**config.mk**
```make
export PLATFORM = sky130hd
export DESIGN_NAME = six_step_commutation_ramp
export DESIGN_NICKNAME = d
export VERILOG_FILES = /design/src/rtl/scr_pkg.sv /design/src/rtl/six_step_commutation_ramp.sv /design/src/rtl/scr_regs.sv /design/src/rtl/scr_ctrl.sv /design/src/rtl/scr_datapath.sv
export SDC_FILE = /design/constraint.sdc
export NUM_CORES = 1
export LEC_CHECK = 0
export BUFFER_PORTS_ARGS = -buffer_cell sky130_fd_sc_hd__clkbuf_2
export CAP_MARGIN = 20
export CORE_MARGIN = 2
export CORE_UTILIZATION = 30
export CTS_BUF_LIST = sky130_fd_sc_hd__clkbuf_4 sky130_fd_sc_hd__clkbuf_8
export CTS_CLUSTER_DIAMETER = 50
export DETAILED_ROUTE_END_ITERATION = 8
export PLACE_DENSITY = 0.56
export SLEW_MARGIN = 20
export SYNTH_ARGS = -nofsm -noshare
export SYNTH_HDL_FRONTEND = slang
export SYNTH_SLANG_ARGS = --single-unit
```
**constraint.sdc**
```tcl
create_clock -name i_clk -period 6.4 [get_ports i_clk]
set_input_delay 1.28 -clock i_clk [delete_from_list [all_inputs] [get_ports i_clk]]
set_output_delay 1.28 -clock i_clk [all_outputs]
set_load 0.05 [all_outputs]
```
**src/rtl/scr_pkg.sv**
```systemverilog
`timescale 1ns / 1ps
package scr_pkg;

    localparam int CFG_COUNT_W = 16;
    localparam int CFG_IV_W    = 8;
    localparam int DRIVE_W     = 2;
    localparam int STEP_W      = 3;
    localparam int PADDR_W     = 5;
    localparam int PDATA_W     = 32;

    localparam int DEF_COUNT_WIDTH    = 16;
    localparam int DEF_INTERVAL_WIDTH = 8;

    localparam logic [CFG_COUNT_W-1:0] RST_TOP_COUNT   = 16'd900;
    localparam logic [CFG_COUNT_W-1:0] RST_START_COUNT = 16'd10;
    localparam logic [CFG_IV_W-1:0]    RST_IV_START    = 8'd8;
    localparam logic [CFG_IV_W-1:0]    RST_IV_TARGET   = 8'd1;
    localparam logic [CFG_COUNT_W-1:0] RST_PWM_HIGH    = 16'd0;
    localparam logic [CFG_COUNT_W-1:0] RST_ALIGN_TICKS = 16'd300;

    localparam logic [STEP_W-1:0] STEP_FIRST = 3'd0;
    localparam logic [STEP_W-1:0] STEP_LAST  = 3'd5;

    typedef enum logic [2:0] {
        REG_TOP_COUNT       = 3'd0,
        REG_START_COUNT     = 3'd1,
        REG_INTERVAL_START  = 3'd2,
        REG_INTERVAL_TARGET = 3'd3,
        REG_PWM_HIGH        = 3'd4,
        REG_ALIGN_TICKS     = 3'd5
    } t_reg_idx;

    typedef enum logic [DRIVE_W-1:0] {
        DRV_FLOAT = 2'd0,
        DRV_LOW   = 2'd1,
        DRV_HIGH  = 2'd2
    } t_drive;

    typedef struct packed {
        t_drive c;
        t_drive b;
        t_drive a;
    } t_pattern;

    typedef struct packed {
        logic [CFG_COUNT_W-1:0] top_count;
        logic [CFG_COUNT_W-1:0] start_count;
        logic [CFG_IV_W-1:0]    interval_start;
        logic [CFG_IV_W-1:0]    interval_target;
        logic [CFG_COUNT_W-1:0] pwm_high;
        logic [CFG_COUNT_W-1:0] align_ticks;
    } t_cfg;

    typedef enum logic [2:0] {
        ST_IDLE,
        ST_SETUP,
        ST_MUL,
        ST_DIV,
        ST_FIX,
        ST_EMIT
    } t_state;

    typedef struct packed {
        logic tick;
        logic setup;
        logic mul;
        logic div;
        logic fix;
        logic load;
    } t_dp_cmd;

    typedef struct packed {
        logic begin_iv;
        logic trivial;
        logic div_last;
        logic out_blocked;
    } t_dp_status;

    localparam t_pattern ALIGN_PATTERN = '{a: DRV_FLOAT, b: DRV_LOW, c: DRV_HIGH};

    function automatic t_pattern step_pattern(input logic [STEP_W-1:0] idx);
        t_pattern p;
        case (idx)
            3'd0:    p = '{a: DRV_HIGH,  b: DRV_LOW,   c: DRV_FLOAT};
            3'd1:    p = '{a: DRV_HIGH,  b: DRV_FLOAT, c: DRV_LOW};
            3'd2:    p = '{a: DRV_FLOAT, b: DRV_HIGH,  c: DRV_LOW};
            3'd3:    p = '{a: DRV_LOW,   b: DRV_HIGH,  c: DRV_FLOAT};
            3'd4:    p = '{a: DRV_LOW,   b: DRV_FLOAT, c: DRV_HIGH};
            3'd5:    p = '{a: DRV_FLOAT, b: DRV_LOW,   c: DRV_HIGH};
            default: p = '{a: DRV_HIGH,  b: DRV_LOW,   c: DRV_FLOAT};
        endcase
        return p;
    endfunction

endpackage

```
**src/rtl/six_step_commutation_ramp.sv**
```systemverilog
`timescale 1ns / 1ps
// channel  | handshake                  | payload
// ---------+----------------------------+---------------------------------------------
// tick in  | i_in_valid / o_in_stall    | i_restart
// step out | o_out_valid / i_out_stall  | o_phase_*_drive, o_phase_*_compare,
//          |                            | o_commutated, o_marker, o_step_index,
//          |                            | o_ramp_position, o_aligning
// config   | psel, penable, pwrite      | paddr, pwdata, prdata, pready
//
// A tick that starts no interval goes from IDLE straight to EMIT; one that starts an
// interval with a flat length passes SETUP first; one on the ramp slope also passes MUL,
// DIV and FIX, where the restoring divider makes one quotient bit per cycle.
// Reset (i_rst_n low, synchronous) enters alignment with all config registers at defaults.
// o_in_stall is high while a tick is in work; a held output word delays only the next.
module six_step_commutation_ramp
    import scr_pkg::*;
#(
    parameter int COUNT_WIDTH    = DEF_COUNT_WIDTH,
    parameter int INTERVAL_WIDTH = DEF_INTERVAL_WIDTH
) (
    input  logic                   i_clk,
    input  logic                   i_rst_n,
    input  logic                   i_in_valid,
    output logic                   o_in_stall,
    input  logic                   i_restart,
    output logic                   o_out_valid,
    input  logic                   i_out_stall,
    output logic [DRIVE_W-1:0]     o_phase_a_drive,
    output logic [DRIVE_W-1:0]     o_phase_b_drive,
    output logic [DRIVE_W-1:0]     o_phase_c_drive,
    output logic [CFG_COUNT_W-1:0] o_phase_a_compare,
    output logic [CFG_COUNT_W-1:0] o_phase_b_compare,
    output logic [CFG_COUNT_W-1:0] o_phase_c_compare,
    output logic                   o_commutated,
    output logic                   o_marker,
    output logic [STEP_W-1:0]      o_step_index,
    output logic [CFG_COUNT_W-1:0] o_ramp_position,
    output logic                   o_aligning,
    input  logic                   psel,
    input  logic                   penable,
    input  logic                   pwrite,
    input  logic [PADDR_W-1:0]     paddr,
    input  logic [PDATA_W-1:0]     pwdata,
    output logic [PDATA_W-1:0]     prdata,
    output logic                   pready
);

    t_cfg       w_cfg;
    t_dp_cmd    w_cmd;
    t_dp_status w_status;

    scr_regs u_regs (
        .i_clk   (i_clk),
        .i_rst_n (i_rst_n),
        .psel    (psel),
        .penable (penable),
        .pwrite  (pwrite),
        .paddr   (paddr),
        .pwdata  (pwdata),
        .prdata  (prdata),
        .pready  (pready),
        .o_cfg   (w_cfg)
    );

    scr_ctrl u_ctrl (
        .i_clk      (i_clk),
        .i_rst_n    (i_rst_n),
        .i_in_valid (i_in_valid),
        .o_in_stall (o_in_stall),
        .i_status   (w_status),
        .o_cmd      (w_cmd)
    );

    scr_datapath #(
        .COUNT_WIDTH    (COUNT_WIDTH),
        .INTERVAL_WIDTH (INTERVAL_WIDTH)
    ) u_datapath (
        .i_clk             (i_clk),
        .i_rst_n           (i_rst_n),
        .i_cfg             (w_cfg),
        .i_restart         (i_restart),
        .i_cmd             (w_cmd),
        .o_status          (w_status),
        .i_out_stall       (i_out_stall),
        .o_out_valid       (o_out_valid),
        .o_phase_a_drive   (o_phase_a_drive),
        .o_phase_b_drive   (o_phase_b_drive),
        .o_phase_c_drive   (o_phase_c_drive),
        .o_phase_a_compare (o_phase_a_compare),
        .o_phase_b_compare (o_phase_b_compare),
        .o_phase_c_compare (o_phase_c_compare),
        .o_commutated      (o_commutated),
        .o_marker          (o_marker),
        .o_step_index      (o_step_index),
        .o_ramp_position   (o_ramp_position),
        .o_aligning        (o_aligning)
    );

endmodule

```
**src/rtl/scr_regs.sv**
```systemverilog
`timescale 1ns / 1ps
module scr_regs
    import scr_pkg::*;
(
    input  logic               i_clk,
    input  logic               i_rst_n,
    input  logic               psel,
    input  logic               penable,
    input  logic               pwrite,
    input  logic [PADDR_W-1:0] paddr,
    input  logic [PDATA_W-1:0] pwdata,
    output logic [PDATA_W-1:0] prdata,
    output logic               pready,
    output t_cfg               o_cfg
);

    t_cfg     r_cfg;
    t_reg_idx w_idx;
    logic     w_wr;

    assign w_idx  = t_reg_idx'(paddr[PADDR_W-1:2]);
    assign w_wr   = psel && penable && pwrite;
    assign pready = 1'b1;
    assign o_cfg  = r_cfg;

    always_ff @(posedge i_clk) begin
        if (!i_rst_n) begin
            r_cfg.top_count       <= RST_TOP_COUNT;
            r_cfg.start_count     <= RST_START_COUNT;
            r_cfg.interval_start  <= RST_IV_START;
            r_cfg.interval_target <= RST_IV_TARGET;
            r_cfg.pwm_high        <= RST_PWM_HIGH;
            r_cfg.align_ticks     <= RST_ALIGN_TICKS;
        end else if (w_wr) begin
            case (w_idx)
                REG_TOP_COUNT:       r_cfg.top_count       <= pwdata[CFG_COUNT_W-1:0];
                REG_START_COUNT:     r_cfg.start_count     <= pwdata[CFG_COUNT_W-1:0];
                REG_INTERVAL_START:  r_cfg.interval_start  <= pwdata[CFG_IV_W-1:0];
                REG_INTERVAL_TARGET: r_cfg.interval_target <= pwdata[CFG_IV_W-1:0];
                REG_PWM_HIGH:        r_cfg.pwm_high        <= pwdata[CFG_COUNT_W-1:0];
                REG_ALIGN_TICKS:     r_cfg.align_ticks     <= pwdata[CFG_COUNT_W-1:0];
                default: begin
                end
            endcase
        end
    end

    always_comb begin
        case (w_idx)
            REG_TOP_COUNT:       prdata = PDATA_W'(r_cfg.top_count);
            REG_START_COUNT:     prdata = PDATA_W'(r_cfg.start_count);
            REG_INTERVAL_START:  prdata = PDATA_W'(r_cfg.interval_start);
            REG_INTERVAL_TARGET: prdata = PDATA_W'(r_cfg.interval_target);
            REG_PWM_HIGH:        prdata = PDATA_W'(r_cfg.pwm_high);
            REG_ALIGN_TICKS:     prdata = PDATA_W'(r_cfg.align_ticks);
            default:             prdata = '0;
        endcase
    end

endmodule

```
**src/rtl/scr_ctrl.sv**
```systemverilog
`timescale 1ns / 1ps
module scr_ctrl
    import scr_pkg::*;
(
    input  logic       i_clk,
    input  logic       i_rst_n,
    input  logic       i_in_valid,
    output logic       o_in_stall,
    input  t_dp_status i_status,
    output t_dp_cmd    o_cmd
);

    t_state r_state;
    t_state n_state;

    always_ff @(posedge i_clk) begin
        if (!i_rst_n) begin
            r_state <= ST_IDLE;
        end else begin
            r_state <= n_state;
        end
    end

    always_comb begin
        n_state    = r_state;
        o_cmd      = '0;
        o_in_stall = 1'b1;
        case (r_state)
            ST_IDLE: begin
                o_in_stall = 1'b0;
                if (i_in_valid) begin
                    o_cmd.tick = 1'b1;
                    n_state    = i_status.begin_iv ? ST_SETUP : ST_EMIT;
                end
            end
            ST_SETUP: begin
                o_cmd.setup = 1'b1;
                n_state     = i_status.trivial ? ST_EMIT : ST_MUL;
            end
            ST_MUL: begin
                o_cmd.mul = 1'b1;
                n_state   = ST_DIV;
            end
            ST_DIV: begin
                o_cmd.div = 1'b1;
                if (i_status.div_last) begin
                    n_state = ST_FIX;
                end
            end
            ST_FIX: begin
                o_cmd.fix = 1'b1;
                n_state   = ST_EMIT;
            end
            ST_EMIT: begin
                if (!i_status.out_blocked) begin
                    o_cmd.load = 1'b1;
                    n_state    = ST_IDLE;
                end
            end
            default: begin
                n_state = ST_IDLE;
            end
        endcase
    end

endmodule

```
**src/rtl/scr_datapath.sv**
```systemverilog
`timescale 1ns / 1ps
module scr_datapath
    import scr_pkg::*;
#(
    parameter int COUNT_WIDTH    = DEF_COUNT_WIDTH,
    parameter int INTERVAL_WIDTH = DEF_INTERVAL_WIDTH
) (
    input  logic                   i_clk,
    input  logic                   i_rst_n,
    input  t_cfg                   i_cfg,
    input  logic                   i_restart,
    input  t_dp_cmd                i_cmd,
    output t_dp_status             o_status,
    input  logic                   i_out_stall,
    output logic                   o_out_valid,
    output logic [DRIVE_W-1:0]     o_phase_a_drive,
    output logic [DRIVE_W-1:0]     o_phase_b_drive,
    output logic [DRIVE_W-1:0]     o_phase_c_drive,
    output logic [CFG_COUNT_W-1:0] o_phase_a_compare,
    output logic [CFG_COUNT_W-1:0] o_phase_b_compare,
    output logic [CFG_COUNT_W-1:0] o_phase_c_compare,
    output logic                   o_commutated,
    output logic                   o_marker,
    output logic [STEP_W-1:0]      o_step_index,
    output logic [CFG_COUNT_W-1:0] o_ramp_position,
    output logic                   o_aligning
);

    localparam int CW    = COUNT_WIDTH;
    localparam int IW    = INTERVAL_WIDTH;
    localparam int N     = CW + IW;
    localparam int CNT_W = $clog2(N);

    // tick state
    logic            r_align;
    logic [CW-1:0]   r_tick;
    logic [CW-1:0]   r_ramp;
    logic [STEP_W-1:0] r_step;
    logic [IW-1:0]   r_len;
    logic            r_marker;
    t_pattern        r_pattern;
    logic            r_commut;

    // interval arithmetic
    logic [CW-1:0]   r_k;
    logic [CW-1:0]   r_d;
    logic [IW-1:0]   r_diff;
    logic            r_up;
    logic [N-1:0]    r_dvd;
    logic [CW-1:0]   r_rem;
    logic [CNT_W-1:0] r_div_cnt;

    // output word
    logic                   r_out_valid;
    t_pattern               r_out_pattern;
    logic [CFG_COUNT_W-1:0] r_out_cmp_a;
    logic [CFG_COUNT_W-1:0] r_out_cmp_b;
    logic [CFG_COUNT_W-1:0] r_out_cmp_c;
    logic                   r_out_commut;
    logic                   r_out_marker;
    logic [STEP_W-1:0]      r_out_step;
    logic [CFG_COUNT_W-1:0] r_out_ramp;
    logic                   r_out_align;

    logic [CW-1:0]     w_top;
    logic [CW-1:0]     w_start;
    logic [CW-1:0]     w_align_ticks;
    logic [IW-1:0]     w_is;
    logic [IW-1:0]     w_it;
    logic [CW-1:0]     w_pos;
    logic [CW-1:0]     w_tick_inc;
    logic              w_align_done;
    logic              w_iv_done;
    logic              w_trivial;
    logic [STEP_W-1:0] w_step;
    logic [CW:0]       w_rem_sh;
    logic              w_qbit;
    logic [IW-1:0]     w_q;
    logic [IW-1:0]     w_sum;

    assign w_top         = CW'(i_cfg.top_count);
    assign w_start       = CW'(i_cfg.start_count);
    assign w_align_ticks = CW'(i_cfg.align_ticks);
    assign w_is          = IW'(i_cfg.interval_start);
    assign w_it          = IW'(i_cfg.interval_target);
    assign w_pos         = (r_ramp > w_top) ? w_top : r_ramp;
    assign w_tick_inc    = r_tick + CW'(1);
    assign w_align_done  = r_tick >= w_align_ticks;
    assign w_iv_done     = w_tick_inc >= CW'(r_len);
    assign w_trivial     = (w_top <= w_start) || (w_pos <= w_start);
    assign w_step        = (r_step > STEP_LAST) ? STEP_FIRST : r_step;
    assign w_rem_sh      = {r_rem, r_dvd[N-1]};
    assign w_qbit        = w_rem_sh >= {1'b0, r_d};
    assign w_q           = r_dvd[IW-1:0];
    assign w_sum         = r_up ? (w_is + w_q) : (w_is - w_q);

    assign o_status.begin_iv    = !i_restart && (r_align ? w_align_done : w_iv_done);
    assign o_status.trivial     = w_trivial;
    assign o_status.div_last    = r_div_cnt == '0;
    assign o_status.out_blocked = r_out_valid && i_out_stall;

    always_ff @(posedge i_clk) begin
        if (!i_rst_n) begin
            r_align   <= 1'b1;
            r_tick    <= '0;
            r_ramp    <= '0;
            r_step    <= STEP_FIRST;
            r_len     <= '0;
            r_marker  <= 1'b0;
            r_pattern <= ALIGN_PATTERN;
            r_commut  <= 1'b0;
        end else if (i_cmd.tick) begin
            r_commut <= 1'b0;
            if (i_restart) begin
                r_align   <= 1'b1;
                r_tick    <= '0;
                r_ramp    <= '0;
                r_step    <= STEP_FIRST;
                r_len     <= '0;
                r_pattern <= ALIGN_PATTERN;
            end else if (r_align) begin
                if (w_align_done) begin
                    r_align <= 1'b0;
                    r_tick  <= '0;
                    if (r_ramp < w_top) begin
                        r_ramp <= r_ramp + CW'(1);
                    end
                end else begin
                    r_tick <= w_tick_inc;
                end
            end else if (w_iv_done) begin
                r_marker  <= !r_marker;
                r_pattern <= step_pattern(w_step);
                r_step    <= (w_step == STEP_LAST) ? STEP_FIRST : w_step + STEP_W'(1);
                r_commut  <= 1'b1;
                r_tick    <= '0;
                if (r_ramp < w_top) begin
                    r_ramp <= r_ramp + CW'(1);
                end
            end else begin
                r_tick <= w_tick_inc;
            end
        end else if (i_cmd.setup && w_trivial) begin
            r_len <= (w_is == '0) ? IW'(1) : w_is;
        end else if (i_cmd.fix) begin
            r_len <= (w_sum == '0) ? IW'(1) : w_sum;
        end
    end

    always_ff @(posedge i_clk) begin
        if (i_cmd.setup) begin
            r_k    <= w_pos - w_start;
            r_d    <= w_top - w_start;
            r_up   <= w_it > w_is;
            r_diff <= (w_it > w_is) ? (w_it - w_is) : (w_is - w_it);
        end
        if (i_cmd.mul) begin
            r_dvd     <= r_k * r_diff;
            r_rem     <= '0;
            r_div_cnt <= CNT_W'(N - 1);
        end else if (i_cmd.div) begin
            r_rem     <= w_qbit ? CW'(w_rem_sh - {1'b0, r_d}) : w_rem_sh[CW-1:0];
            r_dvd     <= {r_dvd[N-2:0], w_qbit};
            r_div_cnt <= r_div_cnt - CNT_W'(1);
        end
    end

    always_ff @(posedge i_clk) begin
        if (!i_rst_n) begin
            r_out_valid <= 1'b0;
        end else if (i_cmd.load) begin
            r_out_valid <= 1'b1;
        end else if (!i_out_stall) begin
            r_out_valid <= 1'b0;
        end
    end

    always_ff @(posedge i_clk) begin
        if (i_cmd.load) begin
            r_out_pattern <= r_pattern;
            r_out_cmp_a   <= (r_pattern.a == DRV_HIGH) ? i_cfg.pwm_high : '0;
            r_out_cmp_b   <= (r_pattern.b == DRV_HIGH) ? i_cfg.pwm_high : '0;
            r_out_cmp_c   <= (r_pattern.c == DRV_HIGH) ? i_cfg.pwm_high : '0;
            r_out_commut  <= r_commut;
            r_out_marker  <= r_marker;
            r_out_step    <= r_step;
            r_out_ramp    <= CFG_COUNT_W'(r_ramp);
            r_out_align   <= r_align;
        end
    end

    assign o_out_valid       = r_out_valid;
    assign o_phase_a_drive   = r_out_pattern.a;
    assign o_phase_b_drive   = r_out_pattern.b;
    assign o_phase_c_drive   = r_out_pattern.c;
    assign o_phase_a_compare = r_out_cmp_a;
    assign o_phase_b_compare = r_out_cmp_b;
    assign o_phase_c_compare = r_out_cmp_c;
    assign o_commutated      = r_out_commut;
    assign o_marker          = r_out_marker;
    assign o_step_index      = r_out_step;
    assign o_ramp_position   = r_out_ramp;
    assign o_aligning        = r_out_align;

endmodule

```
Yosys cells after proc, flatten, opt, wreduce, memory -nomap -nowiden:

Cells that the tools add are included.

* muxes and demuxes: 55
* multiply operators: 1
* eq/ne operators: 25
* $lt $le $gt $ge: 9
* add/subtract/negate cells: 11
* bitwise gates (word level): 2
* reductions and logical operators: 28
* div/mod/pow operators: 0
* shift-type cells: 0

Operators with widths (number)
* 16-bit 2-to-1 mux: 11
* 16-bit one-hot mux with 6 select lines: 1
* 8-bit 2-to-1 mux: 8
* 24-bit 2-to-1 mux: 2
* 16-bit subtractor: 3
* 16-bit by 1-bit adder with 16-bit output, second input constant: 2
* 16-bit <= comparator: 2
* 3-bit 2-to-1 mux: 10
* 6-bit one-hot mux with 5 select lines: 1
* 16-bit by 8-bit multiplier with 24-bit output: 1
* 8-bit subtractor: 3
* 3-bit by 2-bit == test with 1-bit output, second input constant: 6
* 3-bit == test, second input constant: 6
* 1-bit 2-to-1 mux: 18
* 6-bit 2-to-1 mux: 3
* 3-bit one-hot mux with 6 select lines: 1
* 17-bit by 16-bit >= comparator with 1-bit output: 1
* 16-bit >= comparator: 1
* 16-bit by 8-bit >= comparator with 1-bit output: 1
* 16-bit > comparator: 1
* 8-bit logical NOT: 2
* 16-bit less-than comparator: 1
* 2-bit AND reduction: 7
* 3-bit by 1-bit == test with 1-bit output, second input constant: 3
* 19 further kinds: 36

* memories: 0
* input bits: 45
* bits in latches: 0
* ROM bits: 0
* logic and storage cells: 167
* memory bits (writable): 0
* output and inout port bits: 111
* register bits after elaboration: 298

Depth between registers and ports, before layout:

Gate-level depths: netlist (run 1).

* depth in word-level cells: 7
* mapped depth: 21
* depth with buffers taken out: 19

Hierarchy:

From an unflattened synthesis (run 1), not the netlist that was laid out.

* cell total of the unflattened synthesis: 2247
* area total of the unflattened synthesis: 21280.4 um^2

Modules (own cells, without submodules)
* scr_datapath: cells each 1836, area an instance 17217.8 um^2, times used 1, seq. area each 5715.5 um^2
* scr_regs: cells each 379, area an instance 3803.6 um^2, times used 1, seq. area each 1601.5 um^2
* scr_ctrl: cells each 32, area an instance 259.0 um^2, times used 1, seq. area each 60.1 um^2

Worst setup path after synthesis (run 1):

Ideal clock, no wire load.

* kind: input -> register
* from: in i_out_stall
* to: reg u_datapath.r_out_align (netlist: u_datapath.o_aligning), enable pin
* path buffers: 0
* arrival: 4.983 ns
* cell stages on the path: 1
* required time: 5.865 ns
* path slack: 0.882 ns
* library setup time: 0.535 ns
* path through: a21oi_1

* longest elaborated chain between the ends: 3

Ends and longest elaborated chain
* start, declared: line six_step_commutation_ramp.sv:27 `input logic i_out_stall,`
* 1-bit logical AND: line scr_datapath.sv:100 `assign o_status.out_blocked = r_out_valid && i_out_stall;`
* 1-bit 2-to-1 mux: line scr_ctrl.sv:55 `if (!i_status.out_blocked) begin`
* 1-bit 2-to-1 mux: line scr_ctrl.sv:28 `case (r_state)`
* end signal, assigned: line scr_datapath.sv:188 `r_out_align <= r_align;`
* end, declared: line scr_datapath.sv:63 `logic r_out_align;`

Every way passes these cells.
A chain may end at the register's enable or synchronous reset.

Worst setup path in the final report (run 1):

* from: reg u_regs.r_cfg (netlist bit u_regs.o_cfg[79])
* to: reg u_datapath.r_len[0]

* longest elaborated chain between the ends: 7
* elaborated cells between the ends (all ways): 10
* those cells by class: order compare: 3; mux: 3; reduce/logical: 4

Ends and longest elaborated chain
* start, declared: line scr_regs.sv:17 `t_cfg r_cfg;`
* 16-bit > comparator: line scr_datapath.sv:86 `assign w_pos = (r_ramp > w_top) ? w_top : r_ramp;`
* 16-bit 2-to-1 mux: line scr_datapath.sv:86
* 16-bit <= comparator: line scr_datapath.sv:90 `assign w_trivial = (w_top <= w_start) || (w_pos <= w_start);`
* 1-bit logical OR *: line scr_datapath.sv:90
* 1-bit logical AND *: line scr_datapath.sv:143 `end else if (i_cmd.setup && w_trivial) begin`
* 3-bit nonzero test (no line) / 8-bit 2-to-1 mux (equally long branches)
* 2-bit AND reduction (no line) / 8-bit 2-to-1 mux (equally long branches)
* end signal, assigned: line scr_datapath.sv:144 `r_len <= (w_is == '0) ? IW'(1) : w_is;`
* end signal, assigned: line scr_datapath.sv:146 `r_len <= (w_sum == '0) ? IW'(1) : w_sum;`
* end, declared: line scr_datapath.sv:39 `logic [IW-1:0] r_len;`

Mark *: on every way between the ends. The rest lies on a longest branch, timed or not.

==> results.sh, run 1 <==
export IMPL_status="completed"
export IMPL_fin_setup_tns_ns=0
export IMPL_startpoint_type="flop"
export IMPL_routed_wl_um=56350
export IMPL_grt_max_degree=62
export IMPL_syn_area_per_cell_um2=9.231
export IMPL_synth_edf_count=141
export IMPL_fin_crit_ns=5.866
export IMPL_cts_inserted_buffers=58
export IMPL_placementRows=96
export IMPL_fillers=6996
export IMPL_area_growth_syn_to_layout_pct=13.50
export IMPL_dp_slack_ns=0.5914
export IMPL_crit_fanout=16
export IMPL_die_x_um=266.7
export IMPL_finalWorstSetupSlack_ns=0.5339
export IMPL_max_cap_violations=0
export IMPL_clock_path_buffers=3
export IMPL_crit_chain="inv_1 > ha_1 > nand2_1 > nor4_1 > o311ai_0 > o2111a_1 > a21oi_1 > mux2i_1 > ha_1 > inv_1 > fa_1 > a21o_1 > a21oi_1 > o221ai_1 > a221o_1 > o21ai_0 > buf_4 > o21ai_1 > or2_2 > a31oi_1"
export IMPL_grt_usage_pct=15.78
export IMPL_dp_cells=3188
export IMPL_leakage_nw=9.928
export IMPL_nets=2663
export IMPL_fin_crit_sh_pct=91.66
export IMPL_cts_tree="built"
export IMPL_cp_end_kind="flop"
export IMPL_final_setup_viol_count=0
export IMPL_dp_hpwl_um=42310
export IMPL_syn_area_mm2=0.02070
export IMPL_grt_antenna_before_repair=0
export IMPL_critPathKind="flop to flop"
export IMPL_drc=0
export IMPL_yosysSeqAreaShare_pct=35.63
export IMPL_die_h_um=266.7
export IMPL_drt_initial_drc_count=1006
export IMPL_cts_hold_buf=0
export IMPL_drv_slew=0
export IMPL_worst_ep_arrival_time_ns=6.43
export IMPL_tightest_slew_ns=1.004
export IMPL_multiInputGateArea_mm2=0.01214
export IMPL_synthFlopType="dfxtp_1"
export IMPL_clk_pin_slew_ns=0.06
export IMPL_htree_levels=2
export IMPL_crit_required_ns=6.96
export IMPL_max_freq_ghz=0.1705
export IMPL_yosys_warnings=0
export IMPL_hold_path_class="flop to flop"
export IMPL_crit_buf_inv=3
export IMPL_finalHoldViolCount=0
export IMPL_ys_seq_elements=298
export IMPL_fin_total_pwr_w=0.009398
export IMPL_vias=16460
export IMPL_port_buffers=120
export IMPL_max_slew_margin_rel_pct=32.81
export IMPL_critPathMaxStageDelay_ns=0.47
export IMPL_grt_pass1_vias=16620
export IMPL_fin_cells=3296
export IMPL_ant_nets=0
export IMPL_synth_cell_types=80
export IMPL_power_density_mw_per_mm2=399.9
export IMPL_start_util_pct=30.24
export IMPL_antenna_cells=0
export IMPL_cts_resized=0
export IMPL_drt_pass1_iter_count=6
export IMPL_grt_ovfl_total=0
export IMPL_rsz0062_at_grt="no"
export IMPL_postCtsSetupRepairBufs=0
export IMPL_drive_above_1_share_pct=12.63
export IMPL_worstSkewPairLatency_ns=0.67
export IMPL_grt_pass1_wl_um=90290
export IMPL_crit_family="compound AO/OA/AOI/OAI gates"
export IMPL_clk_root_buffer_cell="clkbuf_8"
export IMPL_via_per_inst=4.994
export IMPL_dieArea_mm2=0.07113
export IMPL_route_detailed_wl_per_inst_um=17.10
export IMPL_routabilityCongestion=0.8463
export IMPL_ir_worst_vdd_uv=346.2
export IMPL_netlist_instances=2243
export IMPL_final_setup_skew_ns=0.03776
export IMPL_core_mm2=0.06847
export IMPL_async_flop_share_pct=0
export IMPL_critPathSlowestCell="dfxtp_1"
export IMPL_pin_count=156
export IMPL_regArea_mm2=0.007377
export IMPL_cts_sinks=298
-- flip-flops by register name (all words and copies together) (netlist names), 5 cells and up --
name,cells
u_datapath.o_phase_b_compare,16
u_datapath.r_tick,16
u_regs.o_cfg,80
u_datapath.r_div_cnt,5
u_datapath.r_d,16
u_datapath.o_ramp_position,16
u_datapath.r_len,8
u_datapath.r_rem,16
u_datapath.r_dvd,24
u_datapath.r_k,16
u_datapath.r_pattern,6
u_datapath.o_phase_a_compare,16
u_datapath.o_phase_c_compare,16
u_datapath.r_ramp,16
u_datapath.r_diff,8
-- cell families (layout without fill, tap and decap cells) --
| family | count (synthesis) | in the layout | synth area share [%] |
|---|---|---|---|
| AO/OA/AOI/OAI | 442 | 442 | 13.43 |
| XOR/XNOR | 75 | 75 | 3.173 |
| adder cells (fa/ha/maj) | 252 | 252 | 18.49 |
| buffers and inverters | 324 | 480 | 6.218 |
| flip-flops | 298 | 298 | 35.63 |
| multiplexers | 83 | 83 | 4.714 |
| other | 2 | 17 | 0.03627 |
| AND/OR/NAND/NOR | 767 | 767 | 18.31 |
-- where the power goes --
part	leakage, nW	internal (W)	total (W)	switching (W)
combinational	6.72	0.00226	0.00515	0.00289
clock	0.654	0.00114	0.00204	0.000901
sequential	2.55	0.00211	0.00220	0.0000945
-- through the flow --
| stage | hold slack [ns] | util [%] | instance area, um^2 |
|---|---|---|---|
| after floorplan | 0.4086 | - | 20760 |
| after global placement | 0.4412 | 32.47 | 22230 |
| after detailed placement | 0.4319 | 32.49 | 22240 |
| after CTS | 0.4548 | 34.32 | 23500 |
| after global routing | 0.4660 | 34.32 | 23500 |
| final | 0.4521 | 34.32 | 23500 |
-- placed cells by master (no fill, tap or decap), drive strengths merged, types with 25 or more instances in the layout --
| cell | netlist | final |
|---|---|---|
| a21o | 36 | 36 |
| a21oi | 134 | 134 |
| and2 | 125 | 125 |
| clkbuf | 66 | 195 |
| dfxtp | 157 | 157 |
| edfxtp | 141 | 141 |
| fa | 90 | 90 |
| ha | 162 | 162 |
| inv | 231 | 235 |
| mux2 | 26 | 26 |
| mux2i | 48 | 48 |
| nand2 | 297 | 297 |
| nand2b | 27 | 27 |
| nand3 | 25 | 25 |
| nand4 | 26 | 26 |
| nor2 | 116 | 116 |
| nor2b | 36 | 36 |
| nor3 | 37 | 37 |
| o21ai | 103 | 103 |
| xnor2 | 44 | 44 |
| xor2 | 31 | 31 |
-- cell type report --
class	instances	share of cell area (%)
clock buffers	75	4.206
clock inverters	33	1.139
inverters	231	3.690
multi-input cells	1636	51.65
flip-flops and latches	298	31.39
well taps	882	4.696
repair buffers	141	3.226
-- worst paths after layout --
kind / depth (start not counted) / slack [ns] / endpoint / from
worst max register to register: 20 / 0.53 / u_datapath.r_len[0]$_SDFFE_PN0P_ / u_regs.o_cfg[79]$_SDFFE_PN0P_
worst min register to register: 0 / 0.45 / u_datapath.o_marker$_DFFE_PP_ / u_datapath.r_marker$_SDFFE_PN0P_
worst max-delay path: 20 / 0.53 / u_datapath.r_len[0]$_SDFFE_PN0P_ / u_regs.o_cfg[79]$_SDFFE_PN0P_
worst min-delay path: 0 / 0.45 / u_datapath.o_marker$_DFFE_PP_ / u_datapath.r_marker$_SDFFE_PN0P_
-- cell usage after synthesis (all sizes together), types with 26 or more instances --
| library cell | instances | area share, % |
|---|---|---|
| inv | 231 | 4.2 |
| xor2 | 31 | 1.3 |
| dfxtp | 157 | 15 |
| xnor2 | 44 | 1.9 |
| buf | 27 | 0.83 |
| ha | 162 | 9.8 |
| nand2 | 297 | 5.4 |
| mux2i | 48 | 2.3 |
| a21o | 36 | 1.3 |
| o21ai | 103 | 2.5 |
| nand2b | 27 | 0.82 |
| fa | 90 | 8.7 |
| and2 | 125 | 3.8 |
| nor2 | 116 | 2.1 |
| nor3 | 37 | 0.94 |
| mux2 | 26 | 1.4 |
| clkbuf | 66 | 1.2 |
| a21oi | 134 | 3.2 |
| nor2b | 36 | 1.1 |
| nand4 | 26 | 0.82 |
| edfxtp | 141 | 20 |
-- layer usage --
layer	GRT usage, %	vias to the layer above	wire, um
li1	-	7978	-
met1	20.44	7952	25290
met2	26.45	441	26250
met3	3.321	90	3481
met4	4.510	0	1334
met5	0	-	0
No activity file was read; power rests on OpenSTA's default activity.
==> run 2: changes to the inputs <==
--- a/config.mk
+++ b/config.mk
@@ -5,9 +5,8 @@
 export SDC_FILE = /design/constraint.sdc
 export NUM_CORES = 1
 export LEC_CHECK = 0
-export BUFFER_PORTS_ARGS = -buffer_cell sky130_fd_sc_hd__clkbuf_2
+export BUFFER_PORTS_ARGS = -buffer_cell sky130_fd_sc_hd__buf_2
 export CAP_MARGIN = 20
-export CORE_MARGIN = 2
 export CORE_UTILIZATION = 30
 export CTS_BUF_LIST = sky130_fd_sc_hd__clkbuf_4 sky130_fd_sc_hd__clkbuf_8
 export CTS_CLUSTER_DIAMETER = 50
==> run 2 against run 1 <==
  * Clock skew up 0.0048 ns
  * Global-route usage about the same
  * Setup slack better by 0.26 ns
  * Clock power down 8%
  * Total power down 2.0%
  * Cell count down 0.36%
  * Combinational power about the same
  * Critical path type unchanged
  * Largest power group unchanged
==> results.sh, run 2 (synthesis results as in run 1) <==
export IMPL_drive_above_1_share_pct=12.48
export IMPL_cts_inserted_buffers=58
export IMPL_final_common_cell="nand2_1"
export IMPL_r2r_start="u_datapath.r_diff[7]$_DFFE_PN_"
export IMPL_dieArea_mm2=0.07007
export IMPL_finalWorstSetupSlack_ns=0.7959
export IMPL_highest_layer="met4"
export IMPL_fin_area_mm2=0.02336
export IMPL_r2r_cells=17
export IMPL_grt_pass1_wl_um=89350
export IMPL_drc=0
export IMPL_ant_nets=0
export IMPL_core_mm2=0.06775
export IMPL_clk_pin_slew_ns=0.06
export IMPL_p_int_w=0.005362
export IMPL_worstSkewPairLatency_ns=0.66
export IMPL_fin_crit_sh_pct=87.56
export IMPL_startpoint_type="flop"
export IMPL_via_per_inst=4.987
export IMPL_leakage_nw=9.876
export IMPL_clk_root_buffer_cell="clkbuf_8"
export IMPL_seq_power_share_pct=23.9
export IMPL_regArea_mm2=0.007377
export IMPL_crit_family="adder cells"
export IMPL_hold_start="u_datapath.r_commut$_SDFFE_PN0P_"
export IMPL_r2r_slack_ns=0.80
export IMPL_placementRows=95
export IMPL_die_h_um=264.7
export IMPL_largest_register_ffs=80
export IMPL_grt_antenna_before_repair=0
export IMPL_crit_fanout=16
export IMPL_fin_crit_ns=5.604
export IMPL_drv_slew=0
export IMPL_cts_resized=0
export IMPL_route_detailed_wl_per_inst_um=16.87
export IMPL_crit_chain="nand2_1 > fa_1 > inv_1 > fa_1 > inv_1 > fa_1 > fa_1 > inv_1 > ha_1 > and3_1 > a221oi_1 > a21oi_1 > a211oi_1 > o21ai_0 > o41ai_1 > xnor2_1 > o21ai_0"
export IMPL_hold_path_class="flop to flop"
export IMPL_critPathMaxStageDelay_ns=0.68
export IMPL_max_freq_ghz=0.1784
export IMPL_grt_max_degree=73
export IMPL_cp_common_cell="fa_1"
export IMPL_place_area_mm2=0.02221
export IMPL_routed_wl_um=55400
export IMPL_comb_power_share_pct=55.6
export IMPL_grt_ovfl_total=0
export IMPL_worst_ep_arrival_time_ns=5.98
export IMPL_port_buffers=120
export IMPL_power_density_mw_per_mm2=394.2
export IMPL_cp_end_kind="flop"
export IMPL_final_cell_mix="297 x nand2_1, 230 x inv_1, 162 x ha_1, 157 x dfxtp_1, 141 x edfxtp_1"
export IMPL_worst_r2r_endpoint="u_datapath.r_dvd[23]$_DFFE_PP_"
export IMPL_routabilityCongestion=0.8829
export IMPL_dp_slack_ns=0.8359
export IMPL_die_x_um=264.7
export IMPL_dp_hpwl_um=41860
export IMPL_grt_pass1_vias=16450
export IMPL_area_growth_syn_to_layout_pct=12.85
export IMPL_fin_total_pwr_w=0.009211
export IMPL_drt_pass1_iter_count=5
export IMPL_nets=2660
export IMPL_fillers=6962
export IMPL_cts_hold_buf=0
export IMPL_htree_levels=2
export IMPL_hold_path_end="u_datapath.o_commutated$_DFFE_PP_"
export IMPL_critPathSlowestCell="edfxtp_1"
export IMPL_wl_met3_um=2833
export IMPL_fin_setup_tns_ns=0
export IMPL_multiInputGateArea_mm2=0.01214
export IMPL_rsz0062_at_grt="no"
export IMPL_whs_path_depth=0
export IMPL_wl_met2_um=25630
export IMPL_wl_met1_um=25230
export IMPL_clock_path_buffers=3
export IMPL_cts_tree="built"
export IMPL_vias=16380
export IMPL_tightest_slew_ns=0.9481
export IMPL_final_setup_skew_ns=0.04261
export IMPL_cts_sinks=298
export IMPL_antenna_cells=0
export IMPL_status="completed"
export IMPL_post_route_util_pct=34.49
export IMPL_crit_required_ns=6.78
export IMPL_postCtsSetupRepairBufs=0
export IMPL_drt_initial_drc_count=937
export IMPL_pin_count=156
export IMPL_final_setup_viol_count=0
export IMPL_start_util_pct=30.56
export IMPL_clockPowerShare_pct=20.4
export IMPL_critPathKind="flop to flop"
export IMPL_finalHoldViolCount=0
export IMPL_max_cap_violations=0
export IMPL_p_sw_w=0.003849
export IMPL_grt_usage_pct=15.78
export IMPL_crit_buf_inv=3
export IMPL_switching_share_pct=41.79
export IMPL_ir_worst_vdd_uv=392.4
export IMPL_max_slew_margin_rel_pct=36.79
-- run 2: changes by cell type in the layout (fill, tap and decap cells not counted), moves of 3 or more --
cell       change
buf_2        +120
clkbuf_4       +5
bufinv_16      -3
buf_4          -3
clkbuf_8       -5
clkbuf_2     -120
-- run 2: routing by layer --
| metal | global-route usage (%) | vias up |
|---|---|---|
| met5 | 0 | - |
| met4 | 5.530 | 0 |
| met3 | 2.908 | 89 |
| met2 | 26.25 | 390 |
| met1 | 20.46 | 7898 |
| li1 | - | 8000 |
-- run 2: through the flow --
step	hold slack, ns	cells
global placement	0.4171	3176
global route	0.4580	3284
finish	0.4354	3284
floorplan	0.4086	2258
detailed placement	0.4259	3176
CTS	0.4406	3284
-- run 2: layout make-up --
type,instances,area share [%]
inverters,231,3.711
clock buffers,75,4.097
multi-input cells,1636,51.95
repair buffers,138,3.149
flip-flops and latches,298,31.57
clock inverters,33,0.8461
well taps,873,4.675
-- run 2: worst max-delay path by stage --
stage               depth (start not counted)                         endpoint  slack, ns                           start
finish                                     17   u_datapath.r_dvd[23]$_DFFE_PP_       0.80  u_datapath.r_diff[7]$_DFFE_PN_
floorplan                                   1  u_datapath.o_aligning$_DFFE_PP_       0.88                     i_out_stall
detailed placement                         17   u_datapath.r_dvd[23]$_DFFE_PP_       0.84  u_datapath.r_diff[7]$_DFFE_PN_
CTS                                        17   u_datapath.r_dvd[23]$_DFFE_PP_       0.85  u_datapath.r_diff[7]$_DFFE_PN_
global route                               17   u_datapath.r_dvd[23]$_DFFE_PP_       0.48  u_datapath.r_diff[7]$_DFFE_PN_
global placement                           17   u_datapath.r_dvd[23]$_DFFE_PP_       0.90  u_datapath.r_diff[7]$_DFFE_PN_
-- run 2: power by group through the flow --
| stage | Clock, W | Sequential (W) | Combinational (W) |
|---|---|---|---|
| 3_3_place_gp | 0 | 0.00224 | 0.00506 |
| 4_1_cts | 0.00195 | 0.00220 | 0.00517 |
| 3_5_place_dp | 0 | 0.00224 | 0.00513 |
| 6_report | 0.00188 | 0.00220 | 0.00513 |
| 5_1_grt | 0.00203 | 0.00221 | 0.00588 |
| 2_1_floorplan | 0 | 0.00232 | 0.00399 |
